===== src/hw/rtl/drrip_pkg.sv =====
// ----------------------------------------------------------------------------
// drrip_pkg
// Shared widths, codes and control types of the DRRIP replacement block.
// ----------------------------------------------------------------------------
package drrip_pkg;

  localparam int unsigned SetIdxW  = 11;
  localparam int unsigned WayIdxW  = 4;
  localparam int unsigned AddrW    = 64;
  localparam int unsigned BucketW  = 6;
  localparam int unsigned CfgIdxW  = 1;
  localparam int unsigned CfgDataW = 6;
  localparam int unsigned LfsrW    = 16;
  localparam int unsigned ConfW    = 2;
  localparam int unsigned PickW    = 5;

  typedef logic [1:0] rrpv_t;

  localparam rrpv_t RrpvNear = 2'd0;
  localparam rrpv_t RrpvLong = 2'd2;
  localparam rrpv_t RrpvMax  = 2'd3;

  // operation codes
  localparam logic OpVictim = 1'b0;
  localparam logic OpUpdate = 1'b1;

  // configuration register indexes
  localparam logic [CfgIdxW-1:0] CfgSrripBucket = 1'd0;
  localparam logic [CfgIdxW-1:0] CfgBrripBucket = 1'd1;

  localparam logic [BucketW-1:0] SrripBucketRst = 6'd0;
  localparam logic [BucketW-1:0] BrripBucketRst = 6'd32;

  localparam logic [LfsrW-1:0] LfsrSeed = 16'd1;
  localparam logic [ConfW-1:0] ConfRst  = 2'd2;
  localparam logic [ConfW-1:0] ConfTop  = 2'd3;

  typedef struct packed {
    logic srrip;
    logic brrip;
  } lead_t;

  typedef struct packed {
    logic  hit_en;
    logic  fill_en;
    lead_t lead;
  } pol_ctl_t;

  typedef struct packed {
    logic             en;
    logic [AddrW-1:0] addr;
    logic [AddrW-1:0] stride;
  } strm_upd_t;

endpackage


===== src/hw/rtl/drrip_ins_policy.sv =====
// ----------------------------------------------------------------------------
// drrip_ins_policy
// Set dueling counter and BRRIP random source; picks the insertion RRPV of
// a non-streaming fill.
// ----------------------------------------------------------------------------
module drrip_ins_policy #(
  parameter int unsigned DUEL_MAX = 1023
) (
  input  logic                  clk_i,
  input  logic                  rst_ni,
  input  drrip_pkg::pol_ctl_t   ctl_i,
  output drrip_pkg::rrpv_t      ins_o
);

  localparam int unsigned DuelW = $clog2(DUEL_MAX + 1);
  localparam logic [DuelW-1:0] DuelTop  = DuelW'(DUEL_MAX);
  localparam logic [DuelW-1:0] DuelHalf = DuelW'(DUEL_MAX / 2);

  logic [DuelW-1:0]              duel_q;
  logic [drrip_pkg::LfsrW-1:0]   lfsr_q, lfsr_d;
  logic                          use_brrip;
  logic                          fb;

  always_comb begin
    use_brrip = ctl_i.lead.brrip || (!ctl_i.lead.srrip && !(duel_q > DuelHalf));
    fb        = lfsr_q[0] ^ lfsr_q[2] ^ lfsr_q[3] ^ lfsr_q[5];
    lfsr_d    = {fb, lfsr_q[drrip_pkg::LfsrW-1:1]};
    if (!use_brrip || (lfsr_d[drrip_pkg::PickW-1:0] == '0)) begin
      ins_o = drrip_pkg::RrpvLong;
    end else begin
      ins_o = drrip_pkg::RrpvMax;
    end
  end

  always_ff @(posedge clk_i or negedge rst_ni) begin
    if (!rst_ni) begin
      duel_q <= DuelHalf;
      lfsr_q <= drrip_pkg::LfsrSeed;
    end else begin
      // advance the LFSR once per BRRIP insertion
      if (ctl_i.fill_en && use_brrip) begin
        lfsr_q <= lfsr_d;
      end
      if (ctl_i.hit_en) begin
        if (ctl_i.lead.srrip && (duel_q != DuelTop)) begin
          duel_q <= duel_q + DuelW'(1);
        end else if (ctl_i.lead.brrip && (duel_q != '0)) begin
          duel_q <= duel_q - DuelW'(1);
        end
      end
    end
  end

endmodule


===== config.mk =====
export PLATFORM = sky130hd
export DESIGN_NAME = drrip_ins_policy
export DESIGN_NICKNAME = d
export VERILOG_FILES = /design/src/hw/rtl/drrip_pkg.sv /design/src/hw/rtl/drrip_ins_policy.sv
export SDC_FILE = /design/constraint.sdc
export NUM_CORES = 1
export LEC_CHECK = 0
export BUFFER_PORTS_ARGS = -buffer_cell sky130_fd_sc_hd__buf_4
export CORE_MARGIN = 4
export CORE_UTILIZATION = 59
export CTS_CLUSTER_DIAMETER = 200
export DETAILED_ROUTE_END_ITERATION = 10
export HOLD_SLACK_MARGIN = 0.02
export PLACE_DENSITY_LB_ADDON = 0.1
export RECOVER_POWER = 100
export SLEW_MARGIN = 20
export SYNTH_ARGS = -nofsm -noshare
export SYNTH_HDL_FRONTEND = slang
export SYNTH_SLANG_ARGS = --single-unit

===== constraint.sdc =====
create_clock -name clk_i -period 3.95 [get_ports clk_i]
set_input_delay 0.1975 -clock clk_i [delete_from_list [all_inputs] [get_ports clk_i]]
set_output_delay 0.1975 -clock clk_i [all_outputs]
set_load 0.005 [all_outputs]

**Word-level counts from Yosys, hierarchy flattened**

Cells that the tools add are included.
Widths: inputs -> output; s select.

- Register bits after elaboration: 26
- Input bits: 6
- Output and inout bits: 2

- Add/sub/neg operators: 2
- $lt $le $gt $ge: 1
- Equal/unequal tests: 1
- Multiplexer cells: 3
- Bitwise gates (word level): 3
- Reduce and logical (&&, ||, !) cells: 13

Operators by type and width:

| operator | number |
|---|---|
| $mux 10 | 2 |
| $add 10x1->10 const B | 1 |
| $gt 10x9->1 const B | 1 |
| $ne 10x10->1 const B | 1 |
| $reduce_bool 10->1 | 1 |
| $sub 10x1->10 const B | 1 |
| $logic_not 5->1 | 1 |
| $logic_and 1x1->1 | 4 |
| $logic_not 1->1 | 3 |
| $xor 1x1->1 | 3 |
| $logic_or 1x1->1 | 2 |
| $reduce_and 2->1 | 1 |
| $reduce_bool 2->1 | 1 |
| $mux 1 | 1 |

**Logic depth before layout (Yosys ltp)**

- Depth in word-level cells: 7
- Gate-level depth with buffers: 10

**Least setup slack after synthesis**

Ideal clock, no wire load.

- Path kind: register -> register
- Start point: register duel_q[7]
- End point: register duel_q[8]
- Setup time: 81 ps
- Arrival time: 2670 ps
- Required time: 3869 ps
- Path slack: 1199 ps
- Stages on the path, launching flop included: 10
- Buffers on the path: 0
- Path through: dfstp_2 -> nand2_1 -> o41ai_4 -> ha_1 -> nor2b_1 -> o31a_1 -> a311o_1 -> a21oi_1 -> xor2_1 -> o21ai_1

- Cells in the longest elaborated chain, start to end: 4
- Elaborated cells on any way between the ends: 10
- Classes of those cells: add/sub (2); eq/ne (1); mux (2); reduce/logical (5)

RTL lines:

| element | line | text |
|---|---|---|
| from (decl) | drrip_ins_policy.sv:19 | `logic [DuelW-1:0] duel_q;` |
| from (signal assigned) | drrip_ins_policy.sv:37 | `duel_q <= DuelHalf;` |
| from (signal assigned) | drrip_ins_policy.sv:46 | `duel_q <= duel_q + DuelW'(1);` |
| from (signal assigned) | drrip_ins_policy.sv:48 | `duel_q <= duel_q - DuelW'(1);` |
| parallel branches: the longest is 4 deep, another holds $sub 10x1->10 | -- |  |

Several ways; the timed one is not identified. The select of a mux whose other input is x is not followed.
A chain may end at the register's enable or synchronous reset.

**Final worst setup path**

Ends and elaborated chain as after synthesis.

==> flow_summary.yaml <==
worst_setup_path:
  crit_chain: "nand2_1 -> o41ai_4 -> ha_1 -> nor2b_1 -> o31a_1 -> a311o_1 -> a21oi_1 -> xor2_1 -> o21ai_0"
  crit_type: "reg -> reg"
  ff2ff_path_depth: 9
  cp.arrival_ns: 3.32
  crit_family: "compound AO/OA/AOI/OAI gates"
  crit_fanout: 10
  rr_endpoint: "duel_q[8]"
  critical_path_required_ns: 4.19
  timing.critical_path.buf_inv: 0
  critPathCaptureType: "flip-flop"
  rr_startpoint: "duel_q[7]"
  cpPeakStageDelay_ns: 0.64
  crit_start: "duel_q[7]"
  slowest_stage: "o41ai_4"
  rrSetupSlack_ns: 0.87
  crit_cells: 9
  worstSetupStartpointType: "flip-flop"
  critPathCapture: "duel_q[8]"
sta:
  period_minus_slack_ns: 3.08
  rsz0062_at_grt: "no"
  post-route-period-util: 0.780
  tightest_slew_ns: 2.04
  max_freq_mhz: 325
  hold_viol: 0
  setup_violations: 0
  relSlewSlack: -0.373
  fin_tns_setup_ns: 0
  drv_slew: 18
  fin_skew_ns: 0.000750
cts:
  htreeDepth: 1
  cts_root_buffer: "clkbuf_4"
  clock_latency_ns: 0.31
  ctsResizeCount: 0
  cts_sinks: 26
  tritoncts: "done"
  cts_buffer_depth: 2
  clk_pin_slew_ns: 0.13
  post-cts-setup-buffers: 0
  numCtsBuffers: 3
yosys:
  synthCells: 128
  syn_nets: 143
  ys_seq_elements: 26
  synth_top_family_by_area: "compound AO/OA/AOI/OAI gates"
  synth_adder_area_share: 0.0801
  synth_xor_xnor_area_share: 0.0642
  syn_avg_cell_area_um2: 11.7
  synthSimpleGateAreaFrac: 0.0976
  synth.mux.area_fraction: 0.127
  synth-compound-area-share: 0.155
  yosysSeqAreaShare: 0.442
  synth.distinct_cells: 38
  yosys_warnings: 0
  netlist_area_mm2: 0.00150
cells_and_area:
  layout-drive-gt1-share: 0.279
  nNetsFinal: 152
  syn_to_final_growth_pct: 6.26
  final_cells: 166
  layout_commonest_cell: "dfrtp_1"
  num_antenna_cells: 0
  final_cell_mix: "dfrtp_1, mux2_2, nand2_1"
die:
  fp.coreArea_mm2: 0.00245
  io_pins: 8
  fp.dieArea_mm2: 0.00341
  start_util: 0.611
  rows: 18
  die_w_um: 58.4
  die_h_um: 58.4
pwr:
  internal_power_mw: 0.789
  seqPwrFrac: 0.421
  powerDensity_mw_per_mm2: 769
  switching_power_mw: 0.437
  sw_frac_of_total: 0.356
  p_clk_frac: 0.144
  p_leak_nw: 0.749
  irDropWorstVdd_mv: 0.496
  power_frac_comb: 0.435
global_routing:
  grt_overflow: 0
  grt_pass1_wl_um: 4540
  grt_start_max_net_pins: 27
  track_usage: 0.173
  antenna_found_initial: 0
  first_global_vias: 1005
routing:
  remaining_drc_errors: 0
  drt-initial-drc-count: 44
  antenna_left: 0
  first_pass_iters: 4
  vias: 966
  finalWirelength_um: 2440
  avgViaCountPerCell: 5.82
  wire_per_inst_um: 14.7
status:
  status: "complete, but fails checks"
  violations: "max-capacitance violations, max-slew violations"
placement:
  placed_cells: 161
  port_buffers: 6
  routabilityCongestion: 0.858
  hpwl_um: 1860
job:
  maxCapViolCount: 1
min_path:
  hold_class: "in -> reg"
[flip-flops by register name, summed over array words and instances (netlist names)]
| name | cells |
|---|---|
| lfsr_q | 16 |
| duel_q | 10 |
[cell families after synthesis]
kind of cell / count (synthesis)
multiplexers: 17
other: 1
AO/OA/AOI/OAI: 30
buffers and inverters: 7
AND/OR/NAND/NOR: 27
adder cells (fa/ha/maj): 9
XOR/XNOR: 11
flip-flops: 26
[worst reg2reg max path, cell delays in order, from the launching register on]
cell and delay, ns:
dfstp_1 0.60, nand2_1 0.11, o41ai_4 0.64, ha_1 0.40, nor2b_1 0.17, o31a_1 0.26
a311o_1 0.36, a21oi_1 0.19, xor2_1 0.09, o21ai_0 0.19
[final cells by class]
| type | count | area [um^2] |
|---|---|---|
| multi-input cells | 95 | 774 |
| flip-flops and latches | 26 | 663 |
| fillers | 214 | 861 |
| repair buffers | 7 | 51.3 |
| clock buffers | 3 | 22.5 |
| inverters | 4 | 15.0 |
| well taps | 30 | 37.5 |
| clock inverters | 1 | 30.0 |
[Yosys cell counts (all sizes together)]
cell	count	share of area
nand4	2	0.0083
o21a	1	0.0050
dfstp	10	0.18
buf	3	0.022
or4	1	0.0050
mux2	16	0.12
and4	1	0.0058
conb	1	0.0025
a31oi	1	0.0042
nand2	13	0.043
a21oi	7	0.023
nor2b	2	0.0083
o22a	1	0.0058
ha	8	0.067
inv	4	0.010
xor2	5	0.029
dfrtp	16	0.27
nor4	2	0.0083
a31o	1	0.0058
o31a	1	0.0058
o41ai	1	0.018
a311o	1	0.0067
o21ai	12	0.055
nor2	3	0.0075
nand3	2	0.0067
mux2i	1	0.0067
a21o	4	0.025
nand2b	1	0.0042
xnor2	6	0.035
fa	1	0.013
[power by group through the flow]
stage	clock [mW]	sequential, mW	combinational (mW)
2_1_floorplan	0	0.492	0.454
5_1_grt	0.198	0.542	0.598
6_report	0.177	0.517	0.533
3_3_place_gp	0	0.515	0.534
3_5_place_dp	0	0.525	0.550
4_1_cts	0.184	0.519	0.555
[how the worst min path moves through the flow]
| stage | start | cells after the start | slack [ns] | end |
|---|---|---|---|---|
| floorplan | rst_ni | 0 | -0.1 | duel_q[9] |
| global placement | rst_ni | 1 | 0.12 | duel_q[9] |
| detailed placement | rst_ni | 1 | 0.12 | lfsr_q[11] |
| CTS | ctl_i[3] | 3 | 0.18 | duel_q[1] |
| global route | ctl_i[3] | 3 | 0.17 | duel_q[1] |
| finish | ctl_i[3] | 3 | 0.18 | duel_q[1] |
[timing repair]
action                                 CTS  global route
hold buffers                             1             0
setup endpoints to repair                0             0
endpoints found under the hold margin   16             0
[per-stage QoR]
stage          hold slack, ns  power [mW]  instance area (um^2)  setup WS (ns)  utilization
2_1_floorplan         -0.0981       0.946                  1500           1.20            -
5_1_grt                 0.172        1.34                  1590          0.631        0.649
4_1_cts                 0.184        1.26                  1610          0.928        0.657
3_3_place_gp            0.118        1.05                  1550           1.04        0.631
6_report                0.181        1.23                  1590          0.871        0.649
3_5_place_dp            0.118        1.07                  1550          0.952        0.631
[layer usage]
metal,GRT usage,vias to the layer above,part of all wire
met5,0,-,0
met4,0.0596,0,0.0061
met3,0.0263,2,0.025
met2,0.278,17,0.50
met1,0.238,473,0.46
li1,-,474,-
Power figures use the tool's default switching activity.
