<file path="config.mk">
export PLATFORM = sky130hd
export DESIGN_NAME = drrip_stream_det
export DESIGN_NICKNAME = d
export VERILOG_FILES = /design/src/hw/rtl/drrip_pkg.sv /design/src/hw/rtl/drrip_stream_det.sv
export SDC_FILE = /design/constraint.sdc
export NUM_CORES = 1
export LEC_CHECK = 0
export ABC_CLOCK_PERIOD_IN_PS = 7600
export BUFFER_PORTS_ARGS = -buffer_cell sky130_fd_sc_hd__buf_2
export CORE_MARGIN = 2
export CORE_UTILIZATION = 40
export CTS_CLUSTER_DIAMETER = 60
export CTS_CLUSTER_SIZE = 25
export DETAILED_ROUTE_END_ITERATION = 10
export SYNTH_ARGS = -nofsm -noshare
export SYNTH_HDL_FRONTEND = slang
export SYNTH_SLANG_ARGS = --single-unit
export TNS_END_PERCENT = 100
</file>
<file path="constraint.sdc">
create_clock -name clk_i -period 7.6 [get_ports clk_i]
set_clock_uncertainty 0.1 [all_clocks]
set_input_delay 1.52 -clock clk_i [delete_from_list [all_inputs] [get_ports clk_i]]
set_output_delay 1.52 -clock clk_i [all_outputs]
set_load 0.03 [all_outputs]
</file>
<file path="src/hw/rtl/drrip_pkg.sv">
// ----------------------------------------------------------------------------
// drrip_pkg
// Shared widths, codes and control types of the DRRIP replacement block.
// ----------------------------------------------------------------------------
package drrip_pkg;

  localparam int unsigned SetIdxW  = 11;
  localparam int unsigned WayIdxW  = 4;
  localparam int unsigned AddrW    = 64;
  localparam int unsigned BucketW  = 6;
  localparam int unsigned CfgIdxW  = 1;
  localparam int unsigned CfgDataW = 6;
  localparam int unsigned LfsrW    = 16;
  localparam int unsigned ConfW    = 2;
  localparam int unsigned PickW    = 5;

  typedef logic [1:0] rrpv_t;

  localparam rrpv_t RrpvNear = 2'd0;
  localparam rrpv_t RrpvLong = 2'd2;
  localparam rrpv_t RrpvMax  = 2'd3;

  // operation codes
  localparam logic OpVictim = 1'b0;
  localparam logic OpUpdate = 1'b1;

  // configuration register indexes
  localparam logic [CfgIdxW-1:0] CfgSrripBucket = 1'd0;
  localparam logic [CfgIdxW-1:0] CfgBrripBucket = 1'd1;

  localparam logic [BucketW-1:0] SrripBucketRst = 6'd0;
  localparam logic [BucketW-1:0] BrripBucketRst = 6'd32;

  localparam logic [LfsrW-1:0] LfsrSeed = 16'd1;
  localparam logic [ConfW-1:0] ConfRst  = 2'd2;
  localparam logic [ConfW-1:0] ConfTop  = 2'd3;

  typedef struct packed {
    logic srrip;
    logic brrip;
  } lead_t;

  typedef struct packed {
    logic  hit_en;
    logic  fill_en;
    lead_t lead;
  } pol_ctl_t;

  typedef struct packed {
    logic             en;
    logic [AddrW-1:0] addr;
    logic [AddrW-1:0] stride;
  } strm_upd_t;

endpackage

</file>
<file path="src/hw/rtl/drrip_stream_det.sv">
// ----------------------------------------------------------------------------
// drrip_stream_det
// Stride-stream detector: absolute stride against the last miss address and
// a 2-bit confidence that falls on repeated nonzero strides.
// ----------------------------------------------------------------------------
module drrip_stream_det (
  input  logic                          clk_i,
  input  logic                          rst_ni,
  input  logic [drrip_pkg::AddrW-1:0]   addr_i,
  input  drrip_pkg::strm_upd_t          upd_i,
  output logic [drrip_pkg::AddrW-1:0]   stride_o,
  output logic                          streaming_o
);

  logic [drrip_pkg::AddrW-1:0] last_addr_q;
  logic [drrip_pkg::AddrW-1:0] last_stride_q;
  logic [drrip_pkg::ConfW-1:0] conf_q, conf_d;
  logic [drrip_pkg::AddrW-1:0] eff_last;
  logic                        stride_match;

  // take the address of a miss committing this cycle ahead of the register
  always_comb begin
    eff_last = upd_i.en ? upd_i.addr : last_addr_q;
    stride_o = (addr_i >= eff_last) ? (addr_i - eff_last) : (eff_last - addr_i);
  end

  always_comb begin
    stride_match = (upd_i.stride == last_stride_q) && (upd_i.stride != '0);
    conf_d       = conf_q;
    if (stride_match) begin
      if (conf_q != '0) begin
        conf_d = conf_q - drrip_pkg::ConfW'(1);
      end
    end else if (conf_q != drrip_pkg::ConfTop) begin
      conf_d = conf_q + drrip_pkg::ConfW'(1);
    end
    streaming_o = !conf_d[1];
  end

  always_ff @(posedge clk_i or negedge rst_ni) begin
    if (!rst_ni) begin
      last_addr_q   <= '0;
      last_stride_q <= '0;
      conf_q        <= drrip_pkg::ConfRst;
    end else if (upd_i.en) begin
      last_addr_q   <= upd_i.addr;
      last_stride_q <= upd_i.stride;
      conf_q        <= conf_d;
    end
  end

endmodule

</file>
# Word-level counts from Yosys, hierarchy flattened
# Cells that the tools add are included.
# totals
regBits	130
inputBits	195
# classes
add_sub_neg	4
muxes	5
order_cmp	1
n_reduce_logical	6
n_eq_ne	3
# ops
cell	n
$mux W64	2
$sub A64 B64 Y64	2
$eq A64 B64 Y1	1
$ge A64 B64 Y1	1
$reduce_bool A64 Y1	1
$mux W2	3
$reduce_bool A2 Y1	2
$reduce_and A3 Y1	1
$add A2 B1 Y2 const B	1
$ne A2 B1 Y1 const B	1
$ne A2 B2 Y1 const B	1
$sub A2 B1 Y2 const B	1
$logic_and A1 B1 Y1	1
$logic_not A1 Y1	1

# Depth between registers and ports, before layout
# Gate-level depths: netlist (run 1).
# depth
ltp_word	4
ltp_mapped	19
ltp_nobuf	13

# Least setup slack after synthesis (run 1)
# No wires, ideal clock.
# synth_path
path_type	input port to output port
startpoint	input port upd_i[128] in the netlist's numbering
endpoint	output port stride_o[50] in the netlist's numbering
n_path_buf	3
slack_ns	-0.478
arrival_ns	6.458
path_stages	15
required_time_ns	5.980
path_cell_list	clkbuf_1 > clkbuf_1 > buf_1 > mux2i_1 > inv_1 > fa_1 > nand2b_1 > and2_1 > o21ai_1 > a211oi_1 > a2111o_1 > a21oi_1 > o21ai_0 > and4_1 > a2111oi_0
# synth_between
elab_chain_cells	3
word_cells_on_any_way	5
cone_classes	2 x add/sub; 1 x order compare; 2 x mux
# synth_rtl
element	line	rtl
from (decl)	drrip_stream_det.sv:10	input drrip_pkg::strm_upd_t upd_i,
$mux W64 *	n/a	
named net eff_last, one bit	drrip_stream_det.sv:18	logic [drrip_pkg::AddrW-1:0] eff_last;
$sub A64 B64 Y64 or $ge A64 B64 Y1 (tied branches)	drrip_stream_det.sv:24	stride_o = (addr_i >= eff_last) ? (addr_i - eff_last) : (eff_last - addr_i);
$mux W64 *	drrip_stream_det.sv:24	
to (decl)	drrip_stream_det.sv:11	output logic [drrip_pkg::AddrW-1:0] stride_o,
# Mark *: on every way through the listed nets, which the timed path passes. The rest lies on a longest branch.

# Final worst setup path (run 1)
# layout_path
startpoint	input port upd_i[128] in the netlist's numbering
endpoint	output port stride_o[36] in the netlist's numbering
# Same word-level chain as after synthesis.

==> results of run 1 <==
## sequential cells by signal, indices dropped and copies added (netlist names)
| signal | cells |
|---|---|
| conf_q | 2 |
| last_stride_q | 64 |
| last_addr_q | 64 |
## timing repair
action / CTS / global route
endpoints found under the setup margin: 0 / 28
hold buffers: 0 / 0
buffers inserted: 0 / 1
resized for setup: 0 / 5
endpoints found under the hold margin: 0 / 0
## worst max-delay path, cell delays in order
cell       delay (ns)
buf_6            0.33
buf_12           0.24
mux2i_1          0.29
inv_1            0.10
ha_1             0.30
buf_4            0.17
a21oi_1          0.25
o21ai_0          0.16
a21oi_1          0.24
o2bb2ai_1        0.16
nor3_1           0.45
o31a_2           0.28
buf_4            0.18
buf_4            0.21
nand2_1          0.10
a31oi_1          0.26
xnor2_1          0.17
buf_2            0.23
## layout by cell type, fill, tap and decap left out, drive strengths merged, types with 6 or more instances in the layout
cell type and instances:
clkbuf 17, o21a 19, a31oi 17, nor3 26
xor2 50, or2 15, a21o 41, ha 128
nand2 117, nor4 33, xnor2 75, inv 167
o211ai 11, mux2 69, o21ai 111, nand3 26
nand2b 11, and2 7, o21bai 35, a21boi 6
buf 333, mux2i 80, a21oi 198, nor2b 9
o22ai 12, dfrtp 129, a211oi 14, nand4 50
and3 9, nor2 78
## logic make-up after synthesis
family | Yosys count | share of synthesized area, %
buffers and inverters | 235 | 7.18
adder cells (fa/ha/maj) | 132 | 12.1
XOR/XNOR | 125 | 7.97
AO/OA/AOI/OAI | 517 | 23.2
multiplexers | 149 | 11.5
flip-flops | 130 | 23.7
AND/OR/NAND/NOR | 394 | 14.3
## routing by layer
| metal | track usage [%] | up-vias | part of all wire [%] |
|---|---|---|---|
| li1 | - | 6565 | - |
| met1 | 38.6 | 6543 | 47 |
| met2 | 43.7 | 544 | 44 |
| met3 | 3.69 | 65 | 6.1 |
| met4 | 7.69 | 0 | 2.2 |
| met5 | 0 | - | 0 |
## how the worst max path moves through the flow
stage / endpoint / slack [ns] / startpoint
3_5_place_dp: stride_o[40] / 0.16 / upd_i[128]
4_1_cts: stride_o[40] / 0.16 / upd_i[128]
2_1_floorplan: stride_o[50] / 0.30 / upd_i[128]
5_1_grt: stride_o[49] / 0.00007 / upd_i[128]
6_report: stride_o[36] / 0.29 / upd_i[128]
3_3_place_gp: stride_o[28] / 0.18 / upd_i[128]
## stage by stage
step	power, mW	util (%)	hold WS, ns
2_1_floorplan	2.13	-	0.352
3_3_place_gp	2.80	46.9	0.384
3_5_place_dp	2.80	46.9	0.398
4_1_cts	3.67	48.7	0.414
5_1_grt	3.88	48.8	0.437
6_report	3.68	48.8	0.407
## report_power, final
part	internal, mW	total [mW]	switching (mW)
clock	0.467	0.861	0.394
sequential	0.760	0.792	0.0315
combinational	0.707	2.03	1.32
total	1.93	3.68	1.75
## cell type report
cell class	count	area [um2]	area share (%)
flip-flops and latches	130	3250	19.8
inverters	157	589	3.59
well taps	448	561	3.41
multi-input cells	1317	9520	57.9
clock inverters	15	165	1.00
repair buffers	333	1910	11.6
diodes	1	2.50	0.0152
clock buffers	17	425	2.59
==> metrics.cfg, run 1 <==
[outcome]
outcome = complete, no violations

[synthesis]
yosys_warnings = 0
yosysTopAreaCellShare_pct = 23.5
ys_ff_latch = 130
synth_edf_count = 0
synth_ff_type = dfrtp_1
async_reset_ff_share_pct = 100
synth.distinct_cells = 82
ys_seq_area_share_pct = 23.7
yosysMostFrequentCell = a21oi_1
syn_inst = 1682
synth_nets = 2007
synthTopCellsByArea = dfrtp_1, ha_1, a21oi_1
avgSynthCellArea_um2 = 8.16
syn_area_mm2 = 0.0137
netlist.top_cell.by_area = dfrtp_1
synth_common_cells = a21oi_1, inv_1, dfrtp_1, ha_1, nand2_1

[power_and_ir_drop]
peakVddDrop_uv = 176
pwr_density_cell_mw_per_mm2 = 224
p_leak_nw = 7.87

[global_routing]
grt_max_degree = 83
grt_pass1_vias = 13556
grt_overflow = 0
grt_usage_pct = 27.3
antenna_found_initial = 0
grt_pass1_wl_um = 76300

[cts]
cts.clk_slew.worst_paths_ns = 0.07
clkLatencyLatePin_ns = 0.45
htree_levels = 4
cts_buffers = 17
clock-sinks = 130
tritoncts = yes
clock_path_buffers = 2
cts-root-buf = clkbuf_16

[placement]
portBuffers = 259
dp_slack_ns = 0.161
placed_area_mm2 = 0.0158
dp_hpwl_um = 41200
dp_cells = 2384
place.gp.congestion = 0.968

[timing]
slew_viol_final = 0
setup_tns_ns = 0
period_minus_slack_ns = 7.31
final.setup.worst_slack_ns = 0.290
max_clock_freq_mhz = 137
relSlewSlack_pct = 29.1
hold_viol_final = 0
period_share_pct = 96.2
worstMarginPinSlew_ns = 1.06
rsz0062_at_grt = no
setup_viol = 0

[cells_and_area]
stdcell_count = 2418
num-fill-cells = 3321
design_area_mm2 = 0.0164
drive_gt1_share_pct = 23.7
final_nets = 2281
layout-area-overhead-vs-synth_pct = 19.7

[worst_setup_path]
worstSetupPathType = input port to output pin
startpoint_type = input port
r2r_start = last_stride_q[54]
crit_required_ns = 5.98
end_kind = output pin
rr_endpoint = conf_q[0]
arrival_ns = 5.69
cp_max_fo = 25
ff2ff_path_depth = 8
r2r_setup_slack_ns = 5.13

[die]
initial_core_util_pct = 40.7
die_w_um = 189
core_mm2 = 0.0337
fp-row-count = 67
die_area_mm2 = 0.0358
ios = 260
die_y_um = 189

[drt]
first_pass_iters = 6
wire_per_inst_um = 20.6
postRouteWirelength_um = 49700
drcViolationCount = 0
drtIter0Drc = 1140
num_vias = 13717
detail-route-antenna-nets = 0
via_per_inst = 5.67

[min_path]
whs_path_depth = 2
hold_start = last_addr_q[63]
hold_path.class = flop to flop
holdPathEnd = last_addr_q[63]

[run]
cap_violations = 0

Note: power is estimated with default switching activity, not from simulation.
==> inputs of run 2 (changes only) <==
- PLACE_DENSITY: unset -> 0.69
==> run 2 against run 1 <==
  * Wire length shrank 0.55%
  * Hold slack lost 0.016 ns
  * Combinational power is essentially flat
  * Setup slack lost 0.039 ns
  * Highest routed layer is now met5
  * Sequential power is essentially flat
  * Register-to-register slack gained 0.11 ns
  * Largest cell class unchanged
  * First-iteration DRC count grew 0.88%
==> metrics.cfg, run 2 (synthesized netlist as in run 1, its figures left out) <==
[drt]
wire_per_inst_um = 20.7  ; was 20.6 um
via_per_inst = 5.79  ; was 5.67
detail-route-antenna-nets = 0  ; unchanged
first_pass_iters = 6  ; unchanged
drtIter0Drc = 1150  ; was 1140
num_vias = 13806  ; was 13717
drcViolationCount = 0  ; unchanged
postRouteWirelength_um = 49400  ; was 49700 um

[die]
core_mm2 = 0.0337  ; unchanged
die_area_mm2 = 0.0358  ; unchanged
fp-row-count = 67  ; unchanged
initial_core_util_pct = 40.7  ; unchanged
die_w_um = 189  ; unchanged
die_y_um = 189  ; unchanged
ios = 260  ; unchanged

[run]
cap_violations = 0  ; unchanged

[cells_and_area]
final_common_cell = buf_2  ; unchanged
layout-area-overhead-vs-synth_pct = 18.2  ; was 19.7%
num-fill-cells = 3315  ; was 3321
drive_gt1_share_pct = 22.3  ; was 23.7%
diodes = 0  ; was 1
final_cell_mix = buf_2, a21oi_1, inv_1, dfrtp_1, ha_1  ; unchanged
reg_top3 = last_addr_q: 64 flops, last_stride_q: 64 flops, conf_q: 2 flops  ; unchanged
final_nets = 2248  ; was 2281

[timing]
final.setup.worst_slack_ns = 0.251  ; was 0.290 ns
slew_viol_final = 0  ; unchanged
setup_tns_ns = 0  ; unchanged
setup_viol = 0  ; unchanged
max_clock_freq_mhz = 136  ; was 137 MHz
rsz0062_at_grt = no  ; unchanged
period_share_pct = 96.7  ; was 96.2%
hold_viol_final = 0  ; unchanged
period_minus_slack_ns = 7.35  ; was 7.31 ns
relSlewSlack_pct = 29.2  ; was 29.1%
worstMarginPinSlew_ns = 1.06  ; about the same
holdWs_ns = 0.392  ; was 0.407 ns

[power_and_ir_drop]
p_sw_mw = 1.77  ; was 1.75 mW
clock_power_share_pct = 23.6  ; was 23.4%
internal-power_mw = 1.89  ; was 1.93 mW
netSwitchingFraction_pct = 48.3  ; was 47.5%
power_frac_seq_pct = 21.7  ; was 21.5%
peakVddDrop_uv = 183  ; was 176 uV
pwr_density_cell_mw_per_mm2 = 225  ; was 224 mW/mm2
p_leak_nw = 7.74  ; was 7.87 nW
p_comb_share_pct = 54.7  ; was 55.1%

[cts]
cts-root-buf = clkbuf_16  ; unchanged
post-cts-setup-buffers = 0  ; unchanged
clock_path_buffers = 2  ; unchanged
tritoncts = yes  ; unchanged
clock-sinks = 130  ; unchanged
cts_buffers = 17  ; unchanged
htree_levels = 4  ; unchanged
clkLatencyLatePin_ns = 0.45  ; about the same
cts.clk_slew.worst_paths_ns = 0.08  ; was 0.07 ns

[min_path]
holdPathEnd = last_addr_q[63]  ; unchanged
hold_start = last_addr_q[63]  ; unchanged
whs_path_depth = 2  ; unchanged
hold_path.class = flop to flop  ; unchanged

[placement]
portBuffers = 259  ; unchanged
place.gp.congestion = 0.974  ; was 0.968
dp_slack_ns = 0.207  ; was 0.161 ns
dp_hpwl_um = 40800  ; was 41200 um

[worst_setup_path]
cp_max_fo = 19  ; was 25
startpoint_type = input port  ; unchanged
crit_required_ns = 5.98  ; about the same
ff2ff_path_depth = 8  ; unchanged
end_kind = output pin  ; unchanged
arrival_ns = 5.73  ; was 5.69 ns
worstSetupPathType = input port to output pin  ; unchanged
rr_endpoint = conf_q[0]  ; unchanged
r2r_start = last_stride_q[55]  ; was last_stride_q[54]
r2r_setup_slack_ns = 5.24  ; was 5.13 ns

[global_routing]
grt_max_degree = 84  ; was 83
grt_usage_pct = 27.2  ; was 27.3%
grt_overflow = 0  ; unchanged
grt_pass1_vias = 13723  ; was 13556
antenna_found_initial = 1  ; was 0
grt_pass1_wl_um = 75900  ; was 76300 um

[outcome]
outcome = complete, no violations  ; unchanged

-- run 2: changes by cell type in the layout (fill, tap and decap cells not counted), moves of 2 or more --
| cell | previous run | this run |
|---|---|---|
| buf_4 | 70 | 35 |
| inv_6 | 6 | 2 |
| inv_8 | 4 | 8 |
| buf_12 | 4 | 7 |
| clkinv_8 | 1 | 3 |
-- run 2: routing by layer --
metal / GRT usage [%] / up-vias / share of wire (%)
met5: 0 / - / 0.032
met3: 4.06 / 91 / 6.1
met1: 36.6 / 6627 / 46
met4: 10.3 / 2 / 3.3
li1: - / 6514 / -
met2: 44.0 / 572 / 45
-- run 2: worst max path at each step --
stage	startpoint	end	slack, ns	cells after the start
6_report	upd_i[128]	stride_o[54]	0.25	16
5_1_grt	upd_i[128]	stride_o[62]	0.06	16
4_1_cts	upd_i[128]	stride_o[54]	0.19	17
3_5_place_dp	upd_i[128]	stride_o[54]	0.21	17
3_3_place_gp	upd_i[128]	stride_o[58]	0.17	17
2_1_floorplan	upd_i[128]	stride_o[50]	0.30	15
-- run 2: timing repair --
action / CTS / global route
gates resized for setup: 0 / 2
setup endpoints to repair: 0 / 15
hold buffers: 0 / 0
-- run 2: critical path, cell delays in order --
cell     delay (ns)
buf_6          0.19
buf_12         0.21
mux2i_1        0.26
inv_1          0.09
ha_1           0.57
nand4_4        0.16
or3_4          0.42
nor3_2         0.22
nand4_1        0.33
o22a_1         0.35
o31a_2         0.18
buf_12         0.17
mux2_1         0.31
a31oi_1        0.30
xnor2_1        0.17
buf_2          0.22
-- run 2: area by class of cell --
class | instances | area, um2 | area share (%)
clock buffer | 17 | 425 | 2.62
inverter | 157 | 589 | 3.63
multi-input combinational | 1317 | 9520 | 58.6
clock inverter | 15 | 181 | 1.12
sequential | 130 | 3250 | 20.1
timing repair buffer | 300 | 1700 | 10.5
tap | 448 | 561 | 3.45
-- run 2: per-stage QoR --
| step | cell area, um2 | utilization, % | total power, mW | instances |
|---|---|---|---|---|
| finish | 16200 | 48.2 | 3.65 | 2384 |
| global route | 16200 | 48.2 | 3.85 | 2384 |
| CTS | 16200 | 48.1 | 3.65 | 2384 |
| detailed placement | 15600 | 46.3 | 2.77 | 2352 |
| global placement | 15600 | 46.3 | 2.77 | 2352 |
| floorplan | 13700 | - | 2.13 | 1682 |
-- run 2: power by group through the flow --
| stage | sequential, mW | clock (mW) | combinational, mW |
|---|---|---|---|
| 2_1_floorplan | 0.797 | 0 | 1.33 |
| 3_3_place_gp | 0.801 | 0 | 1.96 |
| 3_5_place_dp | 0.805 | 0 | 1.96 |
| 4_1_cts | 0.792 | 0.883 | 1.97 |
| 5_1_grt | 0.798 | 0.908 | 2.14 |
| 6_report | 0.791 | 0.864 | 2.00 |
==> inputs of run 3 (changes only) <==
- ABC_AREA: unset -> 1
- ABC_CLOCK_PERIOD_IN_PS: 7600 -> 8700
- PLACE_DENSITY: 0.69 -> 0.7
- clock period: 7.6 -> 8.7 ns (I/O delays scaled with it)
==> run 3 against run 2 <==
  * Wire length rose by 30%
  * Via count grew 42%
  * Hold slack lost 0.0017 ns
  * Final cell count up 69%
  * Combinational power fell by 13%
  * Synthesized area is 28% higher
  * Cell area increased by 23%
  * Global-route usage increased by 1.1 points
  * Flip-flop and latch count unchanged
  * First-iteration DRC count increased by 59%
  * Count of clock-buffer cells in the layout stayed put
  * Largest power group unchanged
  * Highest routed layer is now met4
==> metrics.cfg, run 3 <==
[synthesis]
ys_seq_area_share_pct = 18.5  ; was 23.7%
async_reset_ff_share_pct = 100  ; unchanged
synth_ff_type = dfrtp_1  ; unchanged
synth_edf_count = 0  ; unchanged
netlist.top_cell.by_area = nand2_1  ; was dfrtp_1
yosysTopAreaCellShare_pct = 30.1  ; was 23.5%
synth_nets = 3552  ; was 2007
yosys_warnings = 0  ; unchanged
synth_common_cells = nand2_1, inv_1, nor2_1, dfrtp_1, ha_1  ; was a21oi_1, inv_1, dfrtp_1, ha_1, nand2_1
avgSynthCellArea_um2 = 5.45  ; was 8.16 um2
yosysMostFrequentCell = nand2_1  ; was a21oi_1
synthTopCellsByArea = nand2_1, dfrtp_1, inv_1  ; was dfrtp_1, ha_1, a21oi_1
syn_inst = 3227  ; was 1682
synth.distinct_cells = 37  ; was 82
ys_ff_latch = 130  ; unchanged
syn_area_mm2 = 0.0176  ; was 0.0137 mm2

[placement]
portBuffers = 259  ; unchanged
placed_area_mm2 = 0.0193  ; was 0.0156 mm2
dp_hpwl_um = 54300  ; was 40800 um
place.gp.congestion = 1.03  ; was 0.974
dp_cells = 4004  ; was 2352
dp_slack_ns = 0.716  ; was 0.207 ns

[cells_and_area]
stdcell_count = 4036  ; was 2384
drive_gt1_share_pct = 11.7  ; was 22.3%
final_nets = 3763  ; was 2248
fin_util_pct = 46.0  ; was 48.2%
diodes = 0  ; unchanged
final_common_cell = nand2_1  ; was buf_2
reg_top3 = last_addr_q: 64 flops, last_stride_q: 64 flops, conf_q: 2 flops  ; unchanged
final_cell_mix = nand2_1, inv_1, buf_2, nor2_1, dfrtp_1  ; was buf_2, a21oi_1, inv_1, dfrtp_1, ha_1
design_area_mm2 = 0.0199  ; was 0.0162 mm2
layout-area-overhead-vs-synth_pct = 13.2  ; was 18.2%

[drt]
num_vias = 19611  ; was 13806
first_pass_iters = 6  ; unchanged
detail-route-antenna-nets = 0  ; unchanged
via_per_inst = 4.86  ; was 5.79
drtIter0Drc = 1823  ; was 1150
drcViolationCount = 0  ; unchanged
wire_per_inst_um = 15.9  ; was 20.7 um
postRouteWirelength_um = 64200  ; was 49400 um

[timing]
holdWs_ns = 0.390  ; was 0.392 ns
slew_viol_final = 0  ; unchanged
hold_viol_final = 0  ; unchanged
max_clock_freq_mhz = 125
relSlewSlack_pct = 26.0  ; was 29.2%
period_minus_slack_ns = 8.01
setup_tns_ns = 0  ; unchanged
worstMarginPinSlew_ns = 1.11  ; was 1.06 ns
period_share_pct = 92.0
final.setup.worst_slack_ns = 0.694  ; was 0.251 ns
setup_viol = 0  ; unchanged
rsz0062_at_grt = no  ; unchanged

[global_routing]
grt_overflow = 0  ; unchanged
grt_pass1_vias = 18300  ; was 13723
grt_usage_pct = 28.3  ; was 27.2%
grt_max_degree = 110  ; was 84
antenna_found_initial = 0  ; was 1
grt_pass1_wl_um = 98300  ; was 75900 um

[worst_setup_path]
crit_required_ns = 6.86  ; was 5.98 ns
crit_cells = 23  ; was 16
worstSetupPathType = input port to output pin  ; unchanged
path_common_cell = nand2_1  ; was buf_12
ff2ff_path_depth = 11  ; was 8
arrival_ns = 6.17  ; was 5.73 ns
cp_slowest_cell = nand2_4  ; was ha_1
cp_max_fo = 60  ; was 19
r2r_start = last_stride_q[3]  ; was last_stride_q[55]
crit_chain = buf_4, clkinv_2, buf_4, or2_2, o21ai_0, inv_1, ha_1, fa_1, inv_1, nand2_1, nand2_1, nand2_1, nand2_1, nand2_1, nand2_2, nand2_1, nand3_2, nand2_2, nand2_4, buf_4, nand3_1, nand2_1, buf_2  ; was buf_6, buf_12, mux2i_1, inv_1, ha_1, nand4_4, or3_4, nor3_2, nand4_1, o22a_1, o31a_2, buf_12, mux2_1, a31oi_1, xnor2_1, buf_2
worstSetupStartpoint = upd_i[128]  ; unchanged
cp_top_family = simple AND/OR/NAND/NOR gates  ; unchanged
r2r_setup_slack_ns = 7.07  ; was 5.24 ns
slowest_delay_ns = 0.56  ; was 0.57 ns
startpoint_type = input port  ; unchanged
rr_endpoint = conf_q[0]  ; unchanged
cp_num_buf_inv = 7  ; was 5
end_kind = output pin  ; unchanged
endpoint = stride_o[48]  ; was stride_o[54]

[die]
fp-row-count = 76  ; was 67
initial_core_util_pct = 40.6  ; was 40.7%
die_w_um = 214  ; was 189 um
core_mm2 = 0.0433  ; was 0.0337 mm2
ios = 260  ; unchanged
die_y_um = 214  ; was 189 um
die_area_mm2 = 0.0457  ; was 0.0358 mm2

[power_and_ir_drop]
total_power_mw = 3.21  ; was 3.65 mW
p_sw_mw = 1.61  ; was 1.77 mW
internal-power_mw = 1.60  ; was 1.89 mW
p_leak_nw = 12.2  ; was 7.74 nW
power_frac_seq_pct = 21.2  ; was 21.7%
netSwitchingFraction_pct = 50.0  ; was 48.3%
peakVddDrop_uv = 130  ; was 183 uV
pwr_density_cell_mw_per_mm2 = 161  ; was 225 mW/mm2
p_comb_share_pct = 54.1  ; was 54.7%
clock_power_share_pct = 24.6  ; was 23.6%

[cts]
post-cts-setup-buffers = 0  ; unchanged
htree_levels = 4  ; unchanged
tritoncts = yes  ; unchanged
clock_path_buffers = 2  ; unchanged
cts_buffers = 17  ; unchanged
cts-root-buf = clkbuf_16  ; unchanged
clkLatencyLatePin_ns = 0.47  ; was 0.45 ns
ctsHoldBuffers = 0  ; unchanged
ctsResizeCount = 0  ; unchanged
clock-sinks = 130  ; unchanged
cts.clk_slew.worst_paths_ns = 0.07  ; was 0.08 ns

[min_path]
hold_path.class = flop to flop  ; unchanged

[run]
cap_violations = 0  ; unchanged

[outcome]
outcome = complete, no violations  ; unchanged

run 3: cell count changes in the layout (fill, tap and decap cells not counted), sizes merged, moves of 69 or more:
cell / previous run / this run
mux2: 69 / 0
a21oi: 198 / 101
nand3: 26 / 125
nor2: 78 / 202
mux2i: 80 / 0
nand2: 117 / 1417
inv: 168 / 671
run 3: per-layer routing:
metal  GRT usage (%)  vias up  wire length, um
met5               0        -                0
met1            38.0     8659            28500
met3            4.00      151             4980
met2            44.5      830            27500
met4            14.2        0             3270
li1                -     9971                -
run 3: worst min-delay path by stage:
| stage | end | cells after the start | startpoint | slack, ns |
|---|---|---|---|---|
| floorplan | last_stride_q[1] | 2 | last_stride_q[1] | 0.36 |
| global placement | last_stride_q[5] | 2 | last_stride_q[5] | 0.37 |
| detailed placement | last_stride_q[10] | 2 | last_stride_q[10] | 0.38 |
| CTS | conf_q[1] | 2 | conf_q[1] | 0.39 |
| global route | conf_q[1] | 2 | conf_q[1] | 0.40 |
| finish | conf_q[1] | 2 | conf_q[1] | 0.39 |
run 3: final cells by class:
| class | count | area, um2 |
|---|---|---|
| Fill cell | 4856 | 23400 |
| Timing Repair Buffer | 268 | 1390 |
| Tap cell | 585 | 732 |
| Sequential cell | 130 | 3250 |
| Clock inverter | 15 | 188 |
| Clock buffer | 17 | 425 |
| Inverter | 663 | 2490 |
| Multi-Input combinational cell | 2358 | 11400 |
run 3: kinds of logic after synthesis:
| logic type | share of synthesized area (%) |
|---|---|
| xor+xnor | 5.13 |
| flops | 18.5 |
| fa+ha+maj | 9.34 |
| compound gates | 7.46 |
| simple gates | 43.1 |
| buf+inv | 16.4 |
run 3: power by group through the flow:
stage / clock network, mW / registers [mW] / logic (mW)
global placement: 0 / 0.691 / 1.71
detailed placement: 0 / 0.692 / 1.71
CTS: 0.807 / 0.681 / 1.71
floorplan: 0 / 0.687 / 1.17
finish: 0.791 / 0.682 / 1.74
global route: 0.833 / 0.687 / 1.90
run 3: tightest hold or removal path, delay by kind of cell (launching register included):
| kind | cells | cell delay (ns) |
|---|---|---|
| and+or+nand+nor | 2 | 0.11 |
| DFF | 1 | 0.39 |
